**config.mk**
```make
export PLATFORM = sky130hd
export DESIGN_NAME = delimited_record_parser_unit
export DESIGN_NICKNAME = d
export VERILOG_FILES = /design/src/hw/rtl/drp_pkg.sv /design/src/hw/rtl/delimited_record_parser_unit.sv
export SDC_FILE = /design/constraint.sdc
export NUM_CORES = 1
export LEC_CHECK = 0
export BUFFER_PORTS_ARGS = -buffer_cell sky130_fd_sc_hd__buf_2
export CAP_MARGIN = 15
export CORE_MARGIN = 2
export CORE_UTILIZATION = 35
export CTS_BUF_LIST = sky130_fd_sc_hd__clkbuf_4 sky130_fd_sc_hd__clkbuf_8
export CTS_CLUSTER_DIAMETER = 200
export CTS_CLUSTER_SIZE = 30
export DETAILED_ROUTE_END_ITERATION = 7
export MAX_ROUTING_LAYER = met4
export PLACE_DENSITY = 0.6
export SKIP_LAST_GASP = 1
export SLEW_MARGIN = 5
export SYNTH_ARGS = -nofsm -noshare
export SYNTH_HDL_FRONTEND = slang
export SYNTH_SLANG_ARGS = --single-unit
export TNS_END_PERCENT = 20
```
**constraint.sdc**
```tcl
create_clock -name aclk -period 25 [get_ports aclk]
set_input_delay 3.75 -clock aclk [delete_from_list [all_inputs] [get_ports aclk]]
set_output_delay 3.75 -clock aclk [all_outputs]
set_load 0.05 [all_outputs]
```
**src/hw/rtl/drp_pkg.sv**
```systemverilog
package drp_pkg;

    // Result kinds
    typedef enum logic [1:0] {
        KIND_BYTE       = 2'd0,
        KIND_FIELD_END  = 2'd1,
        KIND_RECORD_END = 2'd2
    } kind_t;

    // Input commands
    localparam logic CMD_TEXT = 1'b0;
    localparam logic CMD_END  = 1'b1;

    // Configuration register indexes
    localparam int CFG_INDEX_BITS = 4;
    localparam logic [CFG_INDEX_BITS-1:0] CFG_DELIMITER  = 4'd0;
    localparam logic [CFG_INDEX_BITS-1:0] CFG_HAS_HEADER = 4'd1;
    localparam int CFG_DATA_BITS = 8;

    // Reset values of the configuration registers
    localparam logic [7:0] DELIMITER_RESET  = 8'h2C;
    localparam logic       HAS_HEADER_RESET = 1'b1;

    // Special bytes
    localparam logic [7:0] CH_QUOTE = 8'h22;
    localparam logic [7:0] CH_CR    = 8'h0D;
    localparam logic [7:0] CH_LF    = 8'h0A;

    typedef struct packed {
        logic       command;
        logic [7:0] char_in;
    } in_item_t;

    typedef struct packed {
        kind_t       kind;
        logic [7:0]  char_out;
        logic [31:0] record_line;
        logic [10:0] record_fields;
        logic        unterminated;
        logic        width_mismatch;
        logic        header_record;
        logic [10:0] expected_fields;
        logic [31:0] data_rows;
        logic [31:0] error_total;
    } out_item_t;

endpackage

```
**src/hw/rtl/delimited_record_parser_unit.sv**
```systemverilog
// Delimited record parser. Each input transfer carries one text byte or an
// end-of-input mark and yields at most one result transfer: a field byte, an
// end of field, or an end of record with its start line, field count and
// error flags. Quoted fields, doubled quotes, embedded delimiters and line
// breaks are handled; CR outside quotes is dropped. Every item is parsed in
// the cycle it is accepted, so one item per clock is sustained while s_ready
// is high; the result sits in an output register backed by a one-entry skid
// register, and s_ready drops only when both are full.
// Write delimiter (index 0) and has_header (index 1) only while idle; an
// end-of-input item returns all parser state and counters to reset.
module delimited_record_parser_unit
    import drp_pkg::*;
#(
    parameter int MAX_FIELDS = 1024,
    parameter int COUNT_BITS = 32
) (
    input  logic                      aclk,
    input  logic                      aresetn,
    input  logic                      s_valid,
    output logic                      s_ready,
    input  in_item_t                  s_data,
    output logic                      m_valid,
    input  logic                      m_ready,
    output out_item_t                 m_data,
    input  logic                      cfg_we,
    input  logic [CFG_INDEX_BITS-1:0] cfg_index,
    input  logic [CFG_DATA_BITS-1:0]  cfg_wdata
);

    localparam int FW = $clog2(MAX_FIELDS + 1);
    localparam logic [FW-1:0] FIELD_MAX = FW'(MAX_FIELDS);
    localparam logic [COUNT_BITS-1:0] COUNT_ONE = COUNT_BITS'(1);

    // Configuration
    logic [7:0] delimiter_reg;
    logic       has_header_reg;

    // Parser state
    logic                  in_quote_reg, in_quote_next;
    logic                  quote_pending_reg, quote_pending_next;
    logic                  content_seen_reg, content_seen_next;
    logic                  record_started_reg, record_started_next;
    logic [COUNT_BITS-1:0] line_count_reg, line_count_next;
    logic [COUNT_BITS-1:0] record_start_line_reg, record_start_line_next;
    logic [FW-1:0]         field_count_reg, field_count_next;
    logic                  width_known_reg, width_known_next;
    logic [FW-1:0]         expected_width_reg, expected_width_next;
    logic                  header_pending_reg, header_pending_next;
    logic [COUNT_BITS-1:0] row_count_reg, row_count_next;
    logic [COUNT_BITS-1:0] error_count_reg, error_count_next;

    // Output register and skid register
    out_item_t head_reg, head_next;
    logic      head_valid_reg, head_valid_next;
    out_item_t skid_reg, skid_next;
    logic      skid_valid_reg, skid_valid_next;

    logic                  accept;
    logic                  pop;
    logic                  res_push;
    out_item_t             res_item;
    logic                  unquoted;
    logic [7:0]            ch;
    logic [COUNT_BITS-1:0] line_inc, row_inc, err_inc;
    logic [FW-1:0]         field_inc;

    // Record finish values
    logic                  fin_unterm;
    logic                  fin_needed;
    logic [COUNT_BITS-1:0] fin_rline;
    logic [FW-1:0]         fin_exp;
    logic                  fin_mism;
    logic [COUNT_BITS-1:0] fin_row, fin_err;
    out_item_t             fin_item;

    assign accept  = s_valid && s_ready;
    assign pop     = head_valid_reg && m_ready;
    assign s_ready = !skid_valid_reg;
    assign m_valid = head_valid_reg;
    assign m_data  = head_reg;
    assign ch      = s_data.char_in;

    // Saturating increments
    assign line_inc  = (line_count_reg == '1) ? line_count_reg : line_count_reg + COUNT_ONE;
    assign row_inc   = (row_count_reg == '1) ? row_count_reg : row_count_reg + COUNT_ONE;
    assign err_inc   = (error_count_reg == '1) ? error_count_reg : error_count_reg + COUNT_ONE;
    assign field_inc = (field_count_reg >= FIELD_MAX) ? FIELD_MAX
                                                      : field_count_reg + FW'(1);

    // Values of a record finished by this item
    always_comb begin
        fin_unterm = (s_data.command == CMD_END) && in_quote_reg && !quote_pending_reg;
        fin_needed = content_seen_reg || (field_count_reg != '0) || fin_unterm;
        fin_rline  = record_started_reg ? record_start_line_reg : line_count_reg;
        fin_exp    = (header_pending_reg || !width_known_reg) ? field_inc
                                                              : expected_width_reg;
        fin_mism   = !header_pending_reg && (field_inc != fin_exp);
        fin_row    = header_pending_reg ? row_count_reg : row_inc;
        fin_err    = (!header_pending_reg && (fin_unterm || fin_mism)) ? err_inc
                                                                       : error_count_reg;
        fin_item                 = '0;
        fin_item.kind            = KIND_RECORD_END;
        fin_item.record_line     = 32'(fin_rline);
        fin_item.record_fields   = 11'(field_inc);
        fin_item.unterminated    = fin_unterm;
        fin_item.width_mismatch  = fin_mism;
        fin_item.header_record   = header_pending_reg;
        fin_item.expected_fields = 11'(fin_exp);
        fin_item.data_rows       = 32'(fin_row);
        fin_item.error_total     = 32'(fin_err);
    end

    // Parser step
    always_comb begin
        in_quote_next          = in_quote_reg;
        quote_pending_next     = quote_pending_reg;
        content_seen_next      = content_seen_reg;
        record_started_next    = record_started_reg;
        line_count_next        = line_count_reg;
        record_start_line_next = record_start_line_reg;
        field_count_next       = field_count_reg;
        width_known_next       = width_known_reg;
        expected_width_next    = expected_width_reg;
        header_pending_next    = header_pending_reg;
        row_count_next         = row_count_reg;
        error_count_next       = error_count_reg;
        res_push               = 1'b0;
        unquoted               = 1'b0;
        res_item                 = '0;
        res_item.kind            = KIND_BYTE;
        res_item.expected_fields = 11'(expected_width_reg);
        res_item.data_rows       = 32'(row_count_reg);
        res_item.error_total     = 32'(error_count_reg);

        if (accept) begin
            if (s_data.command == CMD_END) begin
                if (fin_needed) begin
                    res_push = 1'b1;
                    res_item = fin_item;
                end
                in_quote_next          = 1'b0;
                quote_pending_next     = 1'b0;
                content_seen_next      = 1'b0;
                record_started_next    = 1'b0;
                line_count_next        = COUNT_ONE;
                record_start_line_next = COUNT_ONE;
                field_count_next       = '0;
                width_known_next       = 1'b0;
                expected_width_next    = '0;
                header_pending_next    = has_header_reg;
                row_count_next         = '0;
                error_count_next       = '0;
            end else if (quote_pending_reg) begin
                quote_pending_next = 1'b0;
                if (ch == CH_QUOTE) begin
                    // doubled quote: one literal quote byte
                    res_push          = 1'b1;
                    res_item.char_out = CH_QUOTE;
                end else begin
                    in_quote_next = 1'b0;
                    unquoted      = 1'b1;
                end
            end else if (in_quote_reg) begin
                if (ch == CH_QUOTE) begin
                    quote_pending_next = 1'b1;
                end else begin
                    if (ch == CH_LF) begin
                        line_count_next = line_inc;
                    end
                    res_push          = 1'b1;
                    res_item.char_out = ch;
                end
            end else begin
                unquoted = 1'b1;
            end

            if (unquoted) begin
                if (ch == CH_QUOTE) begin
                    in_quote_next     = 1'b1;
                    content_seen_next = 1'b1;
                    if (!record_started_reg) begin
                        record_start_line_next = line_count_reg;
                        record_started_next    = 1'b1;
                    end
                end else if (ch == delimiter_reg) begin
                    field_count_next  = field_inc;
                    content_seen_next = 1'b1;
                    if (!record_started_reg) begin
                        record_start_line_next = line_count_reg;
                        record_started_next    = 1'b1;
                    end
                    res_push      = 1'b1;
                    res_item.kind = KIND_FIELD_END;
                end else if (ch == CH_CR) begin
                    res_push = 1'b0;
                end else if (ch == CH_LF) begin
                    res_push            = 1'b1;
                    res_item            = fin_item;
                    header_pending_next = 1'b0;
                    expected_width_next = fin_exp;
                    width_known_next    = 1'b1;
                    row_count_next      = fin_row;
                    error_count_next    = fin_err;
                    field_count_next    = '0;
                    content_seen_next   = 1'b0;
                    record_started_next = 1'b0;
                    line_count_next     = line_inc;
                end else begin
                    content_seen_next = 1'b1;
                    if (!record_started_reg) begin
                        record_start_line_next = line_count_reg;
                        record_started_next    = 1'b1;
                    end
                    res_push          = 1'b1;
                    res_item.char_out = ch;
                end
            end
        end

        // has_header write reloads the header flag until a record finishes
        if (cfg_we && (cfg_index == CFG_HAS_HEADER) && !width_known_reg) begin
            header_pending_next = cfg_wdata[0];
        end
    end

    // Output register and skid register
    always_comb begin
        head_next       = head_reg;
        head_valid_next = head_valid_reg;
        skid_next       = skid_reg;
        skid_valid_next = skid_valid_reg;
        if (!head_valid_reg) begin
            head_next       = res_item;
            head_valid_next = res_push;
        end else if (pop) begin
            if (skid_valid_reg) begin
                head_next       = skid_reg;
                skid_next       = res_item;
                skid_valid_next = res_push;
            end else begin
                head_next       = res_item;
                head_valid_next = res_push;
            end
        end else if (res_push) begin
            skid_next       = res_item;
            skid_valid_next = 1'b1;
        end
    end

    // Control and state registers
    always_ff @(posedge aclk) begin
        if (!aresetn) begin
            delimiter_reg         <= DELIMITER_RESET;
            has_header_reg        <= HAS_HEADER_RESET;
            in_quote_reg          <= 1'b0;
            quote_pending_reg     <= 1'b0;
            content_seen_reg      <= 1'b0;
            record_started_reg    <= 1'b0;
            line_count_reg        <= COUNT_ONE;
            record_start_line_reg <= COUNT_ONE;
            field_count_reg       <= '0;
            width_known_reg       <= 1'b0;
            expected_width_reg    <= '0;
            header_pending_reg    <= HAS_HEADER_RESET;
            row_count_reg         <= '0;
            error_count_reg       <= '0;
            head_valid_reg        <= 1'b0;
            skid_valid_reg        <= 1'b0;
        end else begin
            if (cfg_we && (cfg_index == CFG_DELIMITER)) begin
                delimiter_reg <= cfg_wdata[7:0];
            end
            if (cfg_we && (cfg_index == CFG_HAS_HEADER)) begin
                has_header_reg <= cfg_wdata[0];
            end
            in_quote_reg          <= in_quote_next;
            quote_pending_reg     <= quote_pending_next;
            content_seen_reg      <= content_seen_next;
            record_started_reg    <= record_started_next;
            line_count_reg        <= line_count_next;
            record_start_line_reg <= record_start_line_next;
            field_count_reg       <= field_count_next;
            width_known_reg       <= width_known_next;
            expected_width_reg    <= expected_width_next;
            header_pending_reg    <= header_pending_next;
            row_count_reg         <= row_count_next;
            error_count_reg       <= error_count_next;
            head_valid_reg        <= head_valid_next;
            skid_valid_reg        <= skid_valid_next;
        end
    end

    // Result payload registers
    always_ff @(posedge aclk) begin
        head_reg <= head_next;
        skid_reg <= skid_next;
    end

endmodule

```
==> parameters.txt, run 1 <==
Parameter                              Value

Layout
  Layout cell share with drive strength beyond 1    15.53%
  Total non-filler cell area in the finished layout    21,580 sq um
  Post-layout util    39.02%
  Number of nets in the layout    1,983
  Post-synthesis to final-layout area growth    9.698%

Run
  Max-capacitance violation count    0

CTS
  Clock tree from TritonCTS    built
  Worst-path clk slew    0.17 ns
  Skew-Pair Late Insertion Delay    0.64 ns
  CTS Hold Bufs    0
  Number of gates resized after CTS    0
  TritonCTS buffer count    18
  CTS sink cnt    429
  Buffer cell driving the clock tree root    clkbuf_8
  Buffer count from post-CTS setup fixing    0
  Maximum number of buffers from clock root to sink    3
  H-tree level count    1

Power
  Int Pwr    0.8696 mW
  Portion of total power attributed to sequential cells    65.9%
  Static leakage power    8.134 nW
  Power share of the clock group    26.4%
  Net switching component of the power    0.2932 mW
  Logic pwr share    7.6%
  Largest vdd supply drop    0.03794 mV
  Power per standard cell area    53.88 nW/um^2
  Sw frac    25.21%

GRT
  Global-route wire length before repair    82,990 microns
  Number of antenna violations at the first check in global routing    1
  Remaining global-route overflow    0
  Total routing resource utilization after global routing    18.67%
  Maximum number of pins on one net before global-route repair    71
  Via count of the first global-routing pass    14,040

STA
  Fraction of the cycle the final worst path needs    29.09%
  Maximum clock skew at final layout    0.05660 ns
  Setup TNS    0 ns
  Pin slew with the least headroom to its limit    1.127 ns
  Maximum clock rate    0.1375 GHz
  Final hold viol count    0
  Pins Over Slew Limit    0
  Worst hold slack after final layout    0.4767 ns
  Setup repair after global routing missed its margin    false
  Final critical delay including setup and external delays    7.273 ns
  Setup-violating endpoint count in the final report    0
  Relative slew slack    24.85%

Logic synthesis
  Post-synthesis instance total    1,865
  Most instantiated flip-flop cell in the synthesis netlist    edfxtp_1
  Seq/Total Area, Yosys    56.98%
  Synthesized flop and latch total    429
  Number of nets in the synthesized netlist    1,896
  Largest cells by area after synthesis    edfxtp_1 (40%), dfxtp_1 (17%), nor2_1 (4.6%), mux2_2 (3.3%), nand2_1 (2.5%)
  Number of enable flip-flop cells after synthesis    262
  Share of synthesized registers carrying an async set or reset    0%
  Synth unique cells    68
  Share of Yosys cell area claimed by the top area cell type    39.99%
  Syn avg cell area    10.55 sq um
  Cell type contributing the most total cell area after synthesis    edfxtp_1
  Post-Syn Area    19,670 sq um
  Synthesis Warnings    0

Drt
  Drc violations    0
  Via/cell ratio    5.457
  Post-detailed-route wirelength per cell    19.86 microns
  Number of violations reported at the end of detailed-routing iteration 0    1,290
  Remaining antenna violation count    0
  Via total after detailed routing    14,810
  Total Wirelength    53,870 microns
  DR pass1 iterations    5

Setup path
  Data arrival, critical path    7.54 ns
  Data required time of the worst path    25.27 ns
  Max Fanout on Critical Path    66
  CP Class    in -> reg
  CP Capture Type    flip-flop
  Register-to-register setup slack    20.56 ns
  Kind of start point of the critical path    input port

Floorplan
  Area of the core    55,310 sq um
  Num ports    159
  Horizontal die dimension    241.1 microns
  Effective utilization at floorplan    35.57%
  Area enclosed by the die boundary    58,120 sq um
  Row count    86
  Die span in y    241.1 microns

Outcome
  Result of the run    complete, no violations

Worst hold path
  Worst min-delay path class    reg -> reg

Placed design
  Placed wire-length estimate    36,870 microns
  Number of buffer cells added on primary ports    158
  Cell Area, Placed    21,170 sq um
  GPL Wtd Cong    0.8985
-- final cells by class --
cell class                      instances  area (sq um)
Sequential cell                       429         11210
Clock buffer                           31         351.6
Timing Repair Buffer                  187          1026
Antenna cell                            1         2.502
Fill cell                            5450         33730
Tap cell                              748         935.9
Multi-Input combinational cell       1290          7926
Inverter                               26         97.59
Clock inverter                          1         30.03
-- metal layers --
layer | wire length (microns) | track usage, % | vias up | share of wire (%)
met5 | 0 | - | - | 0
met4 | 1030 | 3.685 | 0 | 1.9
met3 | 3060 | 2.551 | 63 | 5.7
met2 | 25340 | 29.88 | 439 | 47
met1 | 24450 | 25.44 | 7261 | 45
li1 | - | - | 7042 | -
-- final timing paths --
kind	start	endpoint	cells after the start
setup / recovery	s_data[1]	skid_reg[92]$_DFFE_PP_	11
hold / removal	content_seen_reg$_SDFFE_PN0P_	content_seen_reg$_SDFFE_PN0P_	2
setup reg to reg	field_count_reg[0]$_SDFFE_PN0P_	m_data[1]$_DFFE_PP_	9
hold reg to reg	content_seen_reg$_SDFFE_PN0P_	content_seen_reg$_SDFFE_PN0P_	2
-- stage by stage --
stage | setup slack (ns) | power (mW) | std cells
6_report | 17.73 | 1.163 | 2713
5_1_grt | 17.38 | 1.204 | 2713
4_1_cts | 17.70 | 1.175 | 2710
3_5_place_dp | 17.06 | 0.8707 | 2678
3_3_place_gp | 17.21 | 0.8701 | 2678
2_1_floorplan | 13.30 | 0.8442 | 1865
-- cells in the final DEF (no fill, tap or decap), types with 9 or more instances in the layout --
| cell | instances |
|---|---|
| edfxtp_1 | 262 |
| nor2_1 | 242 |
| dfxtp_1 | 166 |
| buf_2 | 159 |
| nand2_1 | 130 |
| o21ai_0 | 81 |
| nand3_1 | 79 |
| a21o_1 | 60 |
| a21oi_1 | 59 |
| mux2_2 | 58 |
| a31oi_1 | 58 |
| a22oi_1 | 58 |
| nor3_1 | 55 |
| xnor2_1 | 47 |
| mux2i_1 | 45 |
| nand4_1 | 37 |
| or3_1 | 36 |
| xor2_1 | 32 |
| buf_4 | 27 |
| and3_1 | 26 |
| inv_1 | 25 |
| clkbuf_8 | 19 |
| and2_1 | 16 |
| nor4_1 | 14 |
| or4_1 | 14 |
| o211ai_1 | 12 |
| clkbuf_4 | 12 |
| nand2b_1 | 10 |
| a211oi_1 | 10 |
| a311oi_1 | 9 |
-- cells by family after synthesis --
logic type | share of synthesized area, %
and+or+nand+nor | 17.53
muxes | 5.609
buffers and inverters | 3.053
DFF | 56.98
xor gates and xnor gates | 3.517
AOI/OAI and AO/OA | 12.99
adders and majority gates | 0.3180
-- synth_stat cells (57+ instances only) --
cell type,instances
mux2_2,58
clkbuf_1,98
edfxtp_1,262
a22oi_1,58
a31oi_1,58
a21oi_1,59
dfxtp_1,167
nand3_1,79
nor2_1,243
nor3_1,57
a21o_1,60
nand2_1,131
o21ai_0,82
-- worst max-delay path: stages --
cell     delay, ns
buf_2         0.15
or3b_2        0.52
nor3_1        0.44
nand2_1       0.15
a21oi_1       0.35
o32ai_1       0.14
nor2_1        0.19
mux2i_1       0.14
nor2b_4       0.12
buf_4         0.67
buf_4         0.81
-- power groups by stage --
stage	logic (mW)	clock network, mW	registers [mW]
after floorplan	0.0269	0	0.817
after global placement	0.0879	0	0.782
after detailed placement	0.0883	0	0.782
after CTS	0.0884	0.320	0.767
after global routing	0.0930	0.342	0.769
final	0.0887	0.308	0.767
Note: power is estimated with default switching activity, not from simulation.
==> run 2, diff against run 1 <==
==> constraint.sdc (replaced) <==
create_clock -name aclk -period 6.9 [get_ports aclk]
set_input_delay 1.035 -clock aclk [delete_from_list [all_inputs] [get_ports aclk]]
set_output_delay 1.035 -clock aclk [all_outputs]
set_load 0.05 [all_outputs]
==> parameters.txt, run 2 (synthesis results as in run 1) <==
Parameter                              Value

Outcome
  Result of the run    complete, no violations

Layout
  Leading cell types in the layout, fill and taps excluded    edfxtp_1 (262), nor2_1 (243), dfxtp_1 (166)
  Layout cell share with drive strength beyond 1    15.39% (-0.14 points)
  Post-synthesis to final-layout area growth    9.692% (about the same)
  Fill cell total of the finished layout    5,517 (+1.2%)
  Number of nets in the layout    1,981 (-0.10%)
  Most common cell after layout, fill and taps aside    edfxtp_1

Floorplan
  Area enclosed by the die boundary    58,120 sq um (unchanged)
  Row count    86 (unchanged)
  Effective utilization at floorplan    35.57% (unchanged)
  Die span in y    241.1 microns (unchanged)
  Horizontal die dimension    241.1 microns (unchanged)
  Area of the core    55,310 sq um (unchanged)
  Num ports    159 (unchanged)

CTS
  Number of gates resized after CTS    0 (unchanged)
  Clock tree from TritonCTS    built
  CTS sink cnt    429 (unchanged)
  Buffer cell driving the clock tree root    clkbuf_8
  Worst-path clk slew    0.18 ns (about the same)
  CTS Hold Bufs    0 (unchanged)
  TritonCTS buffer count    18 (unchanged)
  H-tree level count    1 (unchanged)
  Buffer count from post-CTS setup fixing    0 (unchanged)
  Skew-Pair Late Insertion Delay    0.66 ns (+0.02 ns)
  Maximum number of buffers from clock root to sink    3 (unchanged)

Placed design
  Placed wire-length estimate    37,240 microns (+1.0%)
  GPL Wtd Cong    0.8586 (-4.4%)
  Number of buffer cells added on primary ports    158 (unchanged)
  Minimum setup slack after placement    2.083 ns (-14.97 ns)

Worst hold path
  Number of cells on the worst hold path    2 (unchanged)
  Worst min-delay path class    reg -> reg

STA
  Final worst-path setup slack    2.575 ns (-15.15 ns)
  Maximum clock rate    0.2312 GHz
  Setup-violating endpoint count in the final report    0 (unchanged)
  Final critical delay including setup and external delays    4.325 ns
  Setup TNS    0 ns (unchanged)
  Pin slew with the least headroom to its limit    1.118 ns (-0.008981 ns)
  Maximum clock skew at final layout    0.05067 ns (-0.005939 ns)
  Fraction of the cycle the final worst path needs    62.69%
  Final hold viol count    0 (unchanged)
  Setup repair after global routing missed its margin    false
  Relative slew slack    25.44% (+0.60 points)
  Pins Over Slew Limit    0 (unchanged)

GRT
  Via count of the first global-routing pass    14,100 (+0.41%)
  Maximum number of pins on one net before global-route repair    95 (+34%)
  Remaining global-route overflow    0 (unchanged)
  Global-route wire length before repair    83,320 microns (+0.39%)
  Total routing resource utilization after global routing    18.80% (+0.13 points)
  Number of antenna violations at the first check in global routing    2 (+1)

Setup path
  CP Capture Type    flip-flop
  Data required time of the worst path    7.33 ns (-17.94 ns)
  Kind of start point of the critical path    flip-flop
  CP endpoint    m_data[1]$_DFFE_PP_
  Max Fanout on Critical Path    44 (-33%)
  Count of cells along the worst register-to-register path    9 (unchanged)
  Register-to-register setup slack    2.57 ns (-17.99 ns)
  Data arrival, critical path    4.75 ns (-2.79 ns)
  Crit path launch    field_count_reg[0]$_SDFFE_PN0P_
  CP Class    reg -> reg
  Critical register-to-register path startpoint    field_count_reg[0]$_SDFFE_PN0P_
  Destination of the worst register-to-register timing path    m_data[1]$_DFFE_PP_

Power
  Power per standard cell area    195.7 nW/um^2 (+260%)
  Static leakage power    8.140 nW (about the same)
  Total power    4.223 mW (+260%)
  Largest vdd supply drop    0.1255 mV (+230%)

Drt
  Via/cell ratio    5.466 (+0.16%)
  Post-detailed-route wirelength per cell    19.91 microns (+0.25%)
  Drc violations    0 (unchanged)
  Remaining antenna violation count    0 (unchanged)
  Via total after detailed routing    14,820 (+0.12%)
  Total Wirelength    53,990 microns (+0.22%)
  Number of violations reported at the end of detailed-routing iteration 0    1,130 (-12%)
  DR pass1 iterations    5 (unchanged)

Run
  Max-capacitance violation count    0 (unchanged)
==> run 2: final cells by class <==
cell class | instances | area (sq um) | share of cell area (%)
inverters | 26 | 97.59 | 0.4522
flip-flops and latches | 429 | 11210 | 51.95
well taps | 748 | 935.9 | 4.337
repair buffers | 185 | 1023 | 4.743
multi-input cells | 1290 | 7925 | 36.72
diodes | 2 | 5.005 | 0.02319
clock inverters | 1 | 30.03 | 0.1391
clock buffers | 31 | 351.6 | 1.629
==> run 2: worst min-delay path by stage <==
| stage | slack, ns | start | to |
|---|---|---|---|
| floorplan | 0.44 | row_count_reg[20]$_SDFFE_PN0P_ | row_count_reg[20]$_SDFFE_PN0P_ |
| finish | 0.49 | content_seen_reg$_SDFFE_PN0P_ | content_seen_reg$_SDFFE_PN0P_ |
| detailed placement | 0.47 | content_seen_reg$_SDFFE_PN0P_ | content_seen_reg$_SDFFE_PN0P_ |
| global placement | 0.46 | row_count_reg[20]$_SDFFE_PN0P_ | row_count_reg[20]$_SDFFE_PN0P_ |
| CTS | 0.49 | content_seen_reg$_SDFFE_PN0P_ | content_seen_reg$_SDFFE_PN0P_ |
| global route | 0.52 | row_count_reg[20]$_SDFFE_PN0P_ | row_count_reg[20]$_SDFFE_PN0P_ |
==> run 2: critical path, stage by stage (launching register included) <==
cell and delay [ns]:
dfxtp_1 0.60, ha_1 0.43, or3b_1 0.38, mux2i_1 0.15
o221ai_1 0.17, a2111o_1 0.43, or4_4 0.69, nand3_2 0.57
mux2_2 0.42, mux2_2 0.26
==> run 2: stage by stage <==
| step | hold slack (ns) | instances | utilization (%) | instance area, sq um |
|---|---|---|---|---|
| CTS | 0.4911 | 2708 | 38.95 | 21540 |
| floorplan | 0.4364 | 1865 | - | 19680 |
| global route | 0.5249 | 2712 | 39.02 | 21580 |
| detailed placement | 0.4680 | 2676 | 38.26 | 21160 |
| finish | 0.4949 | 2712 | 39.02 | 21580 |
| global placement | 0.4577 | 2676 | 38.26 | 21160 |
==> run 2: metal layers <==
metal	up-vias	global-route usage [%]	part of all wire, %
met3	56	1.601	4.6
met2	389	30.28	47
met1	7329	25.72	46
met5	-	-	0
li1	7049	-	-
met4	0	4.564	2.0
==> run 2: power breakdown <==
group          switching, mW  internal (mW)  total [mW]
logic                  0.255         0.0644       0.320
registers             0.0244           2.75        2.78
clock network          0.793          0.333        1.13
